===== config.mk =====
export PLATFORM = sky130hd
export DESIGN_NAME = minhash_word_signature_core
export DESIGN_NICKNAME = d
export VERILOG_FILES = /design/src/mws_pkg.sv /design/src/mws_ram.sv /design/src/mws_ctrl.sv /design/src/mws_dp.sv /design/src/minhash_word_signature_core.sv
export SDC_FILE = /design/constraint.sdc
export NUM_CORES = 2
export LEC_CHECK = 0
export ABC_AREA = 1
export BUFFER_PORTS_ARGS = -buffer_cell sky130_fd_sc_hd__buf_4
export CAP_MARGIN = 5
export CORE_UTILIZATION = 35
export DETAILED_ROUTE_END_ITERATION = 8
export PLACE_DENSITY_LB_ADDON = 0.08
export REMOVE_ABC_BUFFERS = 1
export SYNTH_ARGS = -nofsm -noshare
export SYNTH_HDL_FRONTEND = slang
export SYNTH_SLANG_ARGS = --single-unit
export TNS_END_PERCENT = 20

===== constraint.sdc =====
create_clock -name clk -period 11.9 [get_ports clk]
set_clock_uncertainty 0.1 [all_clocks]
set_input_delay 1.785 -clock clk [delete_from_list [all_inputs] [get_ports clk]]
set_output_delay 1.785 -clock clk [all_outputs]
set_load 0.01 [all_outputs]

===== src/mws_pkg.sv =====
// mws_pkg: constants, stopword table and controller/datapath interface types
// for the minhash word signature core. No dependencies.
package mws_pkg;

  localparam logic [63:0] FNV_BASIS    = 64'h1465_0FB0_739D_0383;
  localparam logic [63:0] FNV_PRIME    = 64'h0000_0100_0000_01B3;
  // prime = 2^40 + low part
  localparam logic [8:0]  FNV_PRIME_LO = 9'h1B3;
  localparam int          PRIME_SHIFT  = 40;

  localparam int HEAD_CHARS = 6;
  localparam int HEAD_W     = 8 * HEAD_CHARS;
  localparam int LEN_ARG_W  = 6;
  localparam int STOP_COUNT = 21;

  typedef struct packed {
    logic [HEAD_W-1:0] head;
    logic [2:0]        len;
  } stop_entry_t;

  // first char in the low byte
  localparam stop_entry_t STOP_LIST [STOP_COUNT] = '{
    '{48'h0000_0065_6874, 3'd3},  // the
    '{48'h0000_0000_0061, 3'd1},  // a
    '{48'h0000_0000_6E61, 3'd2},  // an
    '{48'h6573_6165_6C70, 3'd6},  // please
    '{48'h0000_0000_6F74, 3'd2},  // to
    '{48'h0000_0000_666F, 3'd2},  // of
    '{48'h0000_0064_6E61, 3'd3},  // and
    '{48'h0000_0000_7369, 3'd2},  // is
    '{48'h0000_0065_7261, 3'd3},  // are
    '{48'h0000_0000_6E69, 3'd2},  // in
    '{48'h0000_0000_6E6F, 3'd2},  // on
    '{48'h0000_0000_7461, 3'd2},  // at
    '{48'h0000_0072_6F66, 3'd3},  // for
    '{48'h0000_6874_6977, 3'd4},  // with
    '{48'h0000_7369_6874, 3'd4},  // this
    '{48'h0000_7461_6874, 3'd4},  // that
    '{48'h0000_0000_7469, 3'd2},  // it
    '{48'h0000_0000_6562, 3'd2},  // be
    '{48'h0000_006E_6163, 3'd3},  // can
    '{48'h0000_0075_6F79, 3'd3},  // you
    '{48'h0000_0000_656D, 3'd2}   // me
  };

  function automatic logic head_in_stop_list(input logic [HEAD_W-1:0] head,
                                             input logic [LEN_ARG_W-1:0] len);
    logic hit;
    hit = 1'b0;
    for (int i = 0; i < STOP_COUNT; i++) begin
      if (len == LEN_ARG_W'(STOP_LIST[i].len) && head == STOP_LIST[i].head) begin
        hit = 1'b1;
      end
    end
    return hit;
  endfunction

  typedef struct packed {
    logic take;        // latch accepted byte
    logic mul0;        // hash partial product low x low
    logic mul1;        // low x high
    logic mul2;        // high x low, write back
    logic upd_init;    // start signature update sweep
    logic ram_rd;      // read signature entry k
    logic upd_wr;      // compare and keep minimum at k
    logic emit_ld;     // load result register from entry k
    logic k_inc;
    logic k_clr;
    logic clear_word;
  } mws_cmd_t;

  typedef struct packed {
    logic char_word;   // incoming byte is a letter or digit
    logic len_full;    // word already at its length cap
    logic text_end;    // latched byte was zero
    logic word_ok;     // open word is nonempty and not a stopword
    logic k_last;
    logic out_free;    // result register free at this edge
  } mws_sts_t;

endpackage


===== src/mws_ram.sv =====
// mws_ram: generic single-write, single-read RAM with registered read data.
// No dependencies.
module mws_ram #(
  parameter int WIDTH = 64,
  parameter int DEPTH = 16
) (
  input  logic                                   clk,
  input  logic                                   we,
  input  logic [(DEPTH > 1 ? $clog2(DEPTH) : 1)-1:0] waddr,
  input  logic [WIDTH-1:0]                       wdata,
  input  logic                                   re,
  input  logic [(DEPTH > 1 ? $clog2(DEPTH) : 1)-1:0] raddr,
  output logic [WIDTH-1:0]                       rdata
);

  logic [WIDTH-1:0] mem_r [DEPTH];
  logic [WIDTH-1:0] rdata_r;

  always_ff @(posedge clk) begin
    if (we) begin
      mem_r[waddr] <= wdata;
    end
    if (re) begin
      rdata_r <= mem_r[raddr];
    end
  end

  assign rdata = rdata_r;

endmodule


===== src/mws_ctrl.sv =====
// mws_ctrl: sequencing state machine for the minhash word signature core.
// Depends on mws_pkg for the command and status types.
module mws_ctrl import mws_pkg::*; (
  input  logic     clk,
  input  logic     rst_n,
  input  logic     in_valid,
  output logic     in_stall,
  input  mws_sts_t sts,
  output mws_cmd_t cmd
);

  typedef enum logic [3:0] {
    IDLE, MUL0, MUL1, MUL2, FIN, UPD_RD, UPD_WR, EMIT_RD, EMIT_LD
  } state_t;

  state_t state_r, state_nxt;
  logic   in_stall_r;

  always_comb begin
    cmd       = '0;
    state_nxt = state_r;
    case (state_r)
      IDLE: begin
        if (in_valid) begin
          cmd.take = 1'b1;
          if (sts.char_word) begin
            state_nxt = sts.len_full ? IDLE : MUL0;
          end else begin
            state_nxt = FIN;
          end
        end
      end
      MUL0: begin
        cmd.mul0  = 1'b1;
        state_nxt = MUL1;
      end
      MUL1: begin
        cmd.mul1  = 1'b1;
        state_nxt = MUL2;
      end
      MUL2: begin
        cmd.mul2  = 1'b1;
        state_nxt = IDLE;
      end
      FIN: begin
        if (sts.word_ok) begin
          cmd.upd_init = 1'b1;
          state_nxt    = UPD_RD;
        end else begin
          cmd.clear_word = 1'b1;
          cmd.k_clr      = 1'b1;
          state_nxt      = sts.text_end ? EMIT_RD : IDLE;
        end
      end
      UPD_RD: begin
        cmd.ram_rd = 1'b1;
        state_nxt  = UPD_WR;
      end
      UPD_WR: begin
        cmd.upd_wr = 1'b1;
        if (sts.k_last) begin
          cmd.clear_word = 1'b1;
          cmd.k_clr      = 1'b1;
          state_nxt      = sts.text_end ? EMIT_RD : IDLE;
        end else begin
          cmd.k_inc = 1'b1;
          state_nxt = UPD_RD;
        end
      end
      EMIT_RD: begin
        if (sts.out_free) begin
          cmd.ram_rd = 1'b1;
          state_nxt  = EMIT_LD;
        end
      end
      EMIT_LD: begin
        cmd.emit_ld = 1'b1;
        if (sts.k_last) begin
          state_nxt = IDLE;
        end else begin
          cmd.k_inc = 1'b1;
          state_nxt = EMIT_RD;
        end
      end
      default: begin
        state_nxt = IDLE;
      end
    endcase
  end

  always_ff @(posedge clk) begin
    if (!rst_n) begin
      state_r    <= IDLE;
      in_stall_r <= 1'b0;
    end else begin
      state_r    <= state_nxt;
      in_stall_r <= (state_nxt != IDLE);
    end
  end

  assign in_stall = in_stall_r;

  a_stall_idle: assert property (@(posedge clk) disable iff (!rst_n)
    !in_stall_r |-> state_r == IDLE)
    else $error("input open outside idle");

  a_mul_order: assert property (@(posedge clk) disable iff (!rst_n)
    state_r == MUL0 |=> state_r == MUL1 ##1 state_r == MUL2)
    else $error("hash multiply steps out of order");

endmodule


===== src/mws_dp.sv =====
// mws_dp: datapath of the minhash word signature core: word hashing with a
// shared 32x32 multiplier, stopword check, signature RAM and result register.
// Depends on mws_pkg and mws_ram.
module mws_dp import mws_pkg::*; #(
  parameter int SIG_COUNT    = 16,
  parameter int MAX_WORD_LEN = 31
) (
  input  logic        clk,
  input  logic        rst_n,
  input  logic [7:0]  in_text_byte,
  input  logic        out_stall,
  output logic        out_valid,
  output logic [3:0]  out_sig_position,
  output logic [63:0] out_sig_value,
  output logic        out_sig_last,
  input  mws_cmd_t    cmd,
  output mws_sts_t    sts
);

  localparam int KW   = (SIG_COUNT > 1) ? $clog2(SIG_COUNT) : 1;
  localparam int LENW = $clog2(MAX_WORD_LEN + 1);

  logic [7:0]        lc;
  logic              char_word;
  logic [7:0]        c_r;
  logic [63:0]       h1_r, h2_r, x2_r, acc_r;
  logic [63:0]       x1, h1_mul;
  logic [LENW-1:0]   len_r;
  logic [HEAD_W-1:0] head_r;
  logic [31:0]       mul_a, mul_b;
  logic [63:0]       prod;
  logic [KW-1:0]     k_r;
  logic [63:0]       hk_r, step_r;
  logic [SIG_COUNT-1:0] valid_r;
  logic [63:0]       rdata, cur;
  logic              less;
  logic              out_valid_r, out_last_r;
  logic [3:0]        out_pos_r;
  logic [63:0]       out_value_r;

  // fold upper case and classify the incoming byte
  always_comb begin
    lc = in_text_byte;
    if (in_text_byte inside {[8'h41:8'h5A]}) begin
      lc = in_text_byte + 8'h20;
    end
    char_word = (lc inside {[8'h61:8'h7A], [8'h30:8'h39]});
  end

  // h1 * prime: prime is 2^40 plus a 9-bit constant
  assign x1     = h1_r ^ {56'd0, c_r};
  assign h1_mul = x1 * {55'd0, FNV_PRIME_LO} + (x1 << PRIME_SHIFT);

  // h2 * basis mod 2^64 from three 32x32 partial products
  assign mul_a = cmd.mul2 ? x2_r[63:32] : x2_r[31:0];
  assign mul_b = cmd.mul1 ? FNV_BASIS[63:32] : FNV_BASIS[31:0];
  assign prod  = 64'(mul_a) * 64'(mul_b);

  always_ff @(posedge clk) begin
    if (!rst_n) begin
      h1_r   <= FNV_BASIS;
      h2_r   <= FNV_PRIME;
      len_r  <= '0;
      head_r <= '0;
    end else if (cmd.clear_word) begin
      h1_r   <= FNV_BASIS;
      h2_r   <= FNV_PRIME;
      len_r  <= '0;
      head_r <= '0;
    end else begin
      if (cmd.mul0) begin
        h1_r <= h1_mul;
        if (len_r < LENW'(HEAD_CHARS)) begin
          head_r[{len_r[2:0], 3'b000} +: 8] <= c_r;
        end
        len_r <= len_r + 1'b1;
      end
      if (cmd.mul2) begin
        h2_r <= acc_r + {prod[31:0], 32'd0};
      end
    end
  end

  always_ff @(posedge clk) begin
    if (cmd.take) begin
      c_r  <= lc;
      x2_r <= h2_r ^ {56'd0, lc};
    end
    if (cmd.mul0) begin
      acc_r <= prod;
    end else if (cmd.mul1) begin
      acc_r <= acc_r + {prod[31:0], 32'd0};
    end
  end

  // signature sweep
  mws_ram #(
    .WIDTH (64),
    .DEPTH (SIG_COUNT)
  ) u_sig_ram (
    .clk   (clk),
    .we    (cmd.upd_wr && less),
    .waddr (k_r),
    .wdata (hk_r),
    .re    (cmd.ram_rd),
    .raddr (k_r),
    .rdata (rdata)
  );

  assign cur  = valid_r[k_r] ? rdata : '1;
  assign less = (hk_r < cur);

  always_ff @(posedge clk) begin
    if (!rst_n) begin
      k_r     <= '0;
      valid_r <= '0;
    end else begin
      if (cmd.upd_init || cmd.k_clr) begin
        k_r <= '0;
      end else if (cmd.k_inc) begin
        k_r <= k_r + 1'b1;
      end
      if (cmd.upd_wr && less) begin
        valid_r[k_r] <= 1'b1;
      end else if (cmd.emit_ld) begin
        valid_r[k_r] <= 1'b0;
      end
    end
  end

  always_ff @(posedge clk) begin
    if (cmd.upd_init) begin
      hk_r   <= h1_r;
      step_r <= h2_r | 64'd1;
    end else if (cmd.upd_wr) begin
      hk_r <= hk_r + step_r;
    end
  end

  // result register
  always_ff @(posedge clk) begin
    if (!rst_n) begin
      out_valid_r <= 1'b0;
    end else if (cmd.emit_ld) begin
      out_valid_r <= 1'b1;
    end else if (!out_stall) begin
      out_valid_r <= 1'b0;
    end
  end

  always_ff @(posedge clk) begin
    if (cmd.emit_ld) begin
      out_pos_r   <= 4'(k_r);
      out_value_r <= cur;
      out_last_r  <= sts.k_last;
    end
  end

  assign out_valid        = out_valid_r;
  assign out_sig_position = out_pos_r;
  assign out_sig_value    = out_value_r;
  assign out_sig_last     = out_last_r;

  always_comb begin
    sts.char_word = char_word;
    sts.len_full  = (len_r == LENW'(MAX_WORD_LEN));
    sts.text_end  = (c_r == 8'd0);
    sts.word_ok   = (len_r != '0) && !head_in_stop_list(head_r, LEN_ARG_W'(len_r));
    sts.k_last    = (k_r == KW'(SIG_COUNT - 1));
    sts.out_free  = !out_valid_r || !out_stall;
  end

  a_no_overwrite: assert property (@(posedge clk) disable iff (!rst_n)
    cmd.emit_ld |-> !out_valid_r)
    else $error("result register overwritten");

  a_sig_cleared: assert property (@(posedge clk) disable iff (!rst_n)
    cmd.emit_ld && sts.k_last |=> valid_r == '0)
    else $error("signature not cleared after text end");

  a_len_cap: assert property (@(posedge clk) disable iff (!rst_n)
    len_r <= LENW'(MAX_WORD_LEN))
    else $error("word length beyond cap");

endmodule


===== src/minhash_word_signature_core.sv =====
// minhash_word_signature_core: top level of the minhash word signature core.
// Depends on mws_pkg, mws_ctrl, mws_dp (which holds mws_ram).
//
// Takes text one byte per request and returns a MinHash signature of its
// words when a zero byte arrives. A letter or digit is accepted and then
// takes the MUL0, MUL1 and MUL2 steps on the shared 32x32 multiplier for the
// second hash; other bytes are accepted and then end the word in FIN, which
// for a word that is kept also sweeps the signature RAM, since each position
// is read, compared and written back one at a time. A zero byte then
// emits SIG_COUNT results one at a time, held while the output is stalled.
// Characters beyond MAX_WORD_LEN are accepted and dropped. The signature
// starts as all ones after reset and after every zero byte.
module minhash_word_signature_core import mws_pkg::*; #(
  parameter int SIG_COUNT    = 16,
  parameter int MAX_WORD_LEN = 31
) (
  input  logic        clk,
  input  logic        rst_n,
  input  logic        in_valid,
  output logic        in_stall,
  input  logic [7:0]  in_text_byte,
  output logic        out_valid,
  input  logic        out_stall,
  output logic [3:0]  out_sig_position,
  output logic [63:0] out_sig_value,
  output logic        out_sig_last
);

  mws_cmd_t cmd;
  mws_sts_t sts;

  mws_ctrl u_ctrl (
    .clk      (clk),
    .rst_n    (rst_n),
    .in_valid (in_valid),
    .in_stall (in_stall),
    .sts      (sts),
    .cmd      (cmd)
  );

  mws_dp #(
    .SIG_COUNT    (SIG_COUNT),
    .MAX_WORD_LEN (MAX_WORD_LEN)
  ) u_dp (
    .clk              (clk),
    .rst_n            (rst_n),
    .in_text_byte     (in_text_byte),
    .out_stall        (out_stall),
    .out_valid        (out_valid),
    .out_sig_position (out_sig_position),
    .out_sig_value    (out_sig_value),
    .out_sig_last     (out_sig_last),
    .cmd              (cmd),
    .sts              (sts)
  );

endmodule

==> summary.md <==
| Metric | Value |
|---|---|
| First-pass GRT wire length | 525000 um |
| Post-synth EDFFs | 1420 |
| CP max stage cell | o21ai_1 |
| Largest net degree at the start of global routing | 194 |
| Total GRT Usage | 24.5% |
| Global placement routability congestion | 0.927 |
| Die Area | 0.295 mm^2 |
| Fin worst setup slack | 1130 ps |
| Minimum clock period | 10770 ps |
| Syn avg cell area | 10.3 um^2 |
| Post_cts resized | 0 |
| Pre-CTS WS | 1140 ps |
| Post-synth ARST share | 0% |
| Antenna-violating nets left | 0 |
| Setup Total Neg Slack | 0 ps |
| Gate Count Post-Synth | 9981 |
| Num CTS Buffers | 192 |
| DRC Markers | 0 |
| Hold Buf Count CTS | 0 |
| Register area share after synthesis | 45.6% |
| Vias in the first global route | 74.0k |
| I/O pin count | 83 |
| Ratio of cells with drive above 1 in the final layout | 6.94% |
| Arrival time at the worst endpoint | 11200 ps |
| CP startpoint kind | flip-flop |
| Synth Register Bits | 1627 |
| Wire per inst | 25.5 um |
| Slew Limit Headroom | 18.5% |
| Slew Viols, Final | 0 |
| Mapped Area | 0.103 mm^2 |
| Core box area | 0.291 mm^2 |
| Setup crit end kind | flip-flop |
| Clock buffer depth | 4 |
| Via count | 72.2k |
| DP HPWL | 263000 um |
| Die Wd | 544 um |
| Worst-Skew Late Latency | 890 ps |
| Die Y | 544 um |
| Status | finished clean |
| RSZ-0062 raised after global routing | no |
| GRT overflow | 0 |
| Top cell type's share of synthesized area | 41.5% |
| Commonest cells after routing, fill and taps aside | inv_1, edfxtp_1, nor2_1, nand2_1, o21ai_0 |
| Critical path type | reg -> reg |
| Crit path largest cell delay | 1090 ps |
| Hold depth | 0 |
| Detailed Route WL | 362000 um |
| CTS HTree Levels | 4 |
| Fmax | 92.8 MHz |
| Maxcap violations | 0 |
| PortBufs | 82 |
| Final period utilization | 90.5% |
| Final Setup Violations | 0 |
| Root buffer cell | clkbuf_16 |
| YS warnings | 0 |
| CTS tree | built |
| Area growth syn-to-layout | 11.6% |
| Most used DFF post-synth | edfxtp_1 |
| Setup Buffers After CTS | 0 |
| Final net count | 11.6k |
| Drt pass-1 iters | 6 |
| Final hold violations | 0 |
| Worst Max-Slew Pin Slew | 1210 ps |
| DRT iter0 DRCs | 5644 |
| Commonest non-fill, non-tap cell in the layout | inv_1 |
| Antenna violations before repair | 10 |
| Crit path max fanout | 19 |
| Starting Density | 35.2% |
| Synth unique cells | 70 |
| Synth area leader | edfxtp_1 |
| Reg2reg path depth | 38 |
| Clock-pin slew on the worst setup and hold paths | 60 ps |
| Vias per cell | 5.09 |
| CTS Sinks | 1627 |
| Crit path required time | 12320 ps |
| Hold WC Path Type | reg -> reg |
| Top cells by area, synth | edfxtp_1, fa_1, ha_1, inv_1, nor2_1 |
| Std cell rows | 198 |
[worst max-delay path, delay by kind of cell, from the launching register on]
kind / cells / cell delay, ps
AOI/OAI and AO/OA: 8 / 3030
xor gates and xnor gates: 2 / 500
adders and majority gates: 9 / 3430
buffers and inverters: 7 / 950
DFF: 1 / 340
and+or+nand+nor: 12 / 2130
[cells by family after synthesis]
kind of cell,after synthesis,synth area share (%)
AND/OR/NAND/NOR,2853,11.5
adder cells (fa/ha/maj),1502,24.0
other,2,0.00732
multiplexers,2,0.0195
buffers and inverters,1974,7.40
AO/OA/AOI/OAI,1847,10.0
XOR/XNOR,174,1.48
flip-flops,1627,45.6
[final timing paths]
check	to	from	slack, ps
setup / recovery	u_dp.acc_r[62]	u_ctrl.state_r[2]	1130
hold / removal	u_dp.step_r[6]	u_dp.h2_r[6]	360
setup reg to reg	u_dp.acc_r[62]	u_ctrl.state_r[2]	1130
hold reg to reg	u_dp.step_r[6]	u_dp.h2_r[6]	360
[layer usage]
| layer | vias up | routed length, um | GRT usage (%) | share of wire (%) |
|---|---|---|---|---|
| met5 | - | 0 | 0 | 0 |
| met4 | 0 | 8250 | 5.48 | 2.3 |
| met3 | 358 | 13600 | 2.07 | 3.8 |
| met2 | 1675 | 174000 | 41.5 | 48 |
| met1 | 36500 | 166000 | 34.0 | 46 |
| li1 | 33700 | - | - | - |
[metrics by stage]
stage	hold WS, ps	utilization (%)	cells	cell area, um^2
6_report	355	39.3	14200	115000
2_1_floorplan	308	-	9674	101000
5_1_grt	365	39.3	14200	115000
4_1_cts	360	39.3	14200	115000
3_3_place_gp	326	37.2	13800	108000
3_5_place_dp	336	37.2	13800	108000
[sequential cells by signal, summed over array words and instances, names as in the netlist, named ones only]
name,flops
u_dp.out_sig_last,1
u_dp.out_sig_value,64
u_ctrl.state_r,4
u_dp.u_sig_ram.rdata,64
u_dp.out_sig_position,4
u_dp.len_r,5
u_dp.h1_r,64
u_dp.u_sig_ram.mem_r,1024
u_dp.c_r,8
u_dp.k_r,4
u_dp.acc_r,64
u_dp.out_valid,1
u_dp.h2_r,64
u_dp.step_r,63
u_ctrl.in_stall,1
u_dp.hk_r,64
u_dp.x2_r,64
u_dp.head_r,48
[layout make-up]
class	instances	area, um^2
Fill cell	28900	177000
Sequential cell	1627	46800
Clock inverter	115	1150
Tap cell	3900	4880
Multi-Input combinational cell	6408	48500
Antenna cell	4	10.0
Timing Repair Buffer	256	1980
Inverter	1639	6230
Clock buffer	234	5060
[cell usage after synthesis (30+ instances only)]
master    instances
nand2_1        1156
a21oi_1         450
dfxtp_1         207
nor3_1           61
nor2_1         1185
clkbuf_1        269
edfxtp_1       1420
a21o_1           30
nand4_1         108
fa_1            777
or2_2            80
nand3_1         189
a31oi_1          76
buf_2            31
o22ai_1         259
xnor2_1          79
ha_1            725
xor2_1           95
o21ai_0         825
inv_1          1626
a211oi_1         39
Power is left out: the tool's default activity adds up to more than one toggle a clock period on the data nets, which glitch-free logic cannot reach.
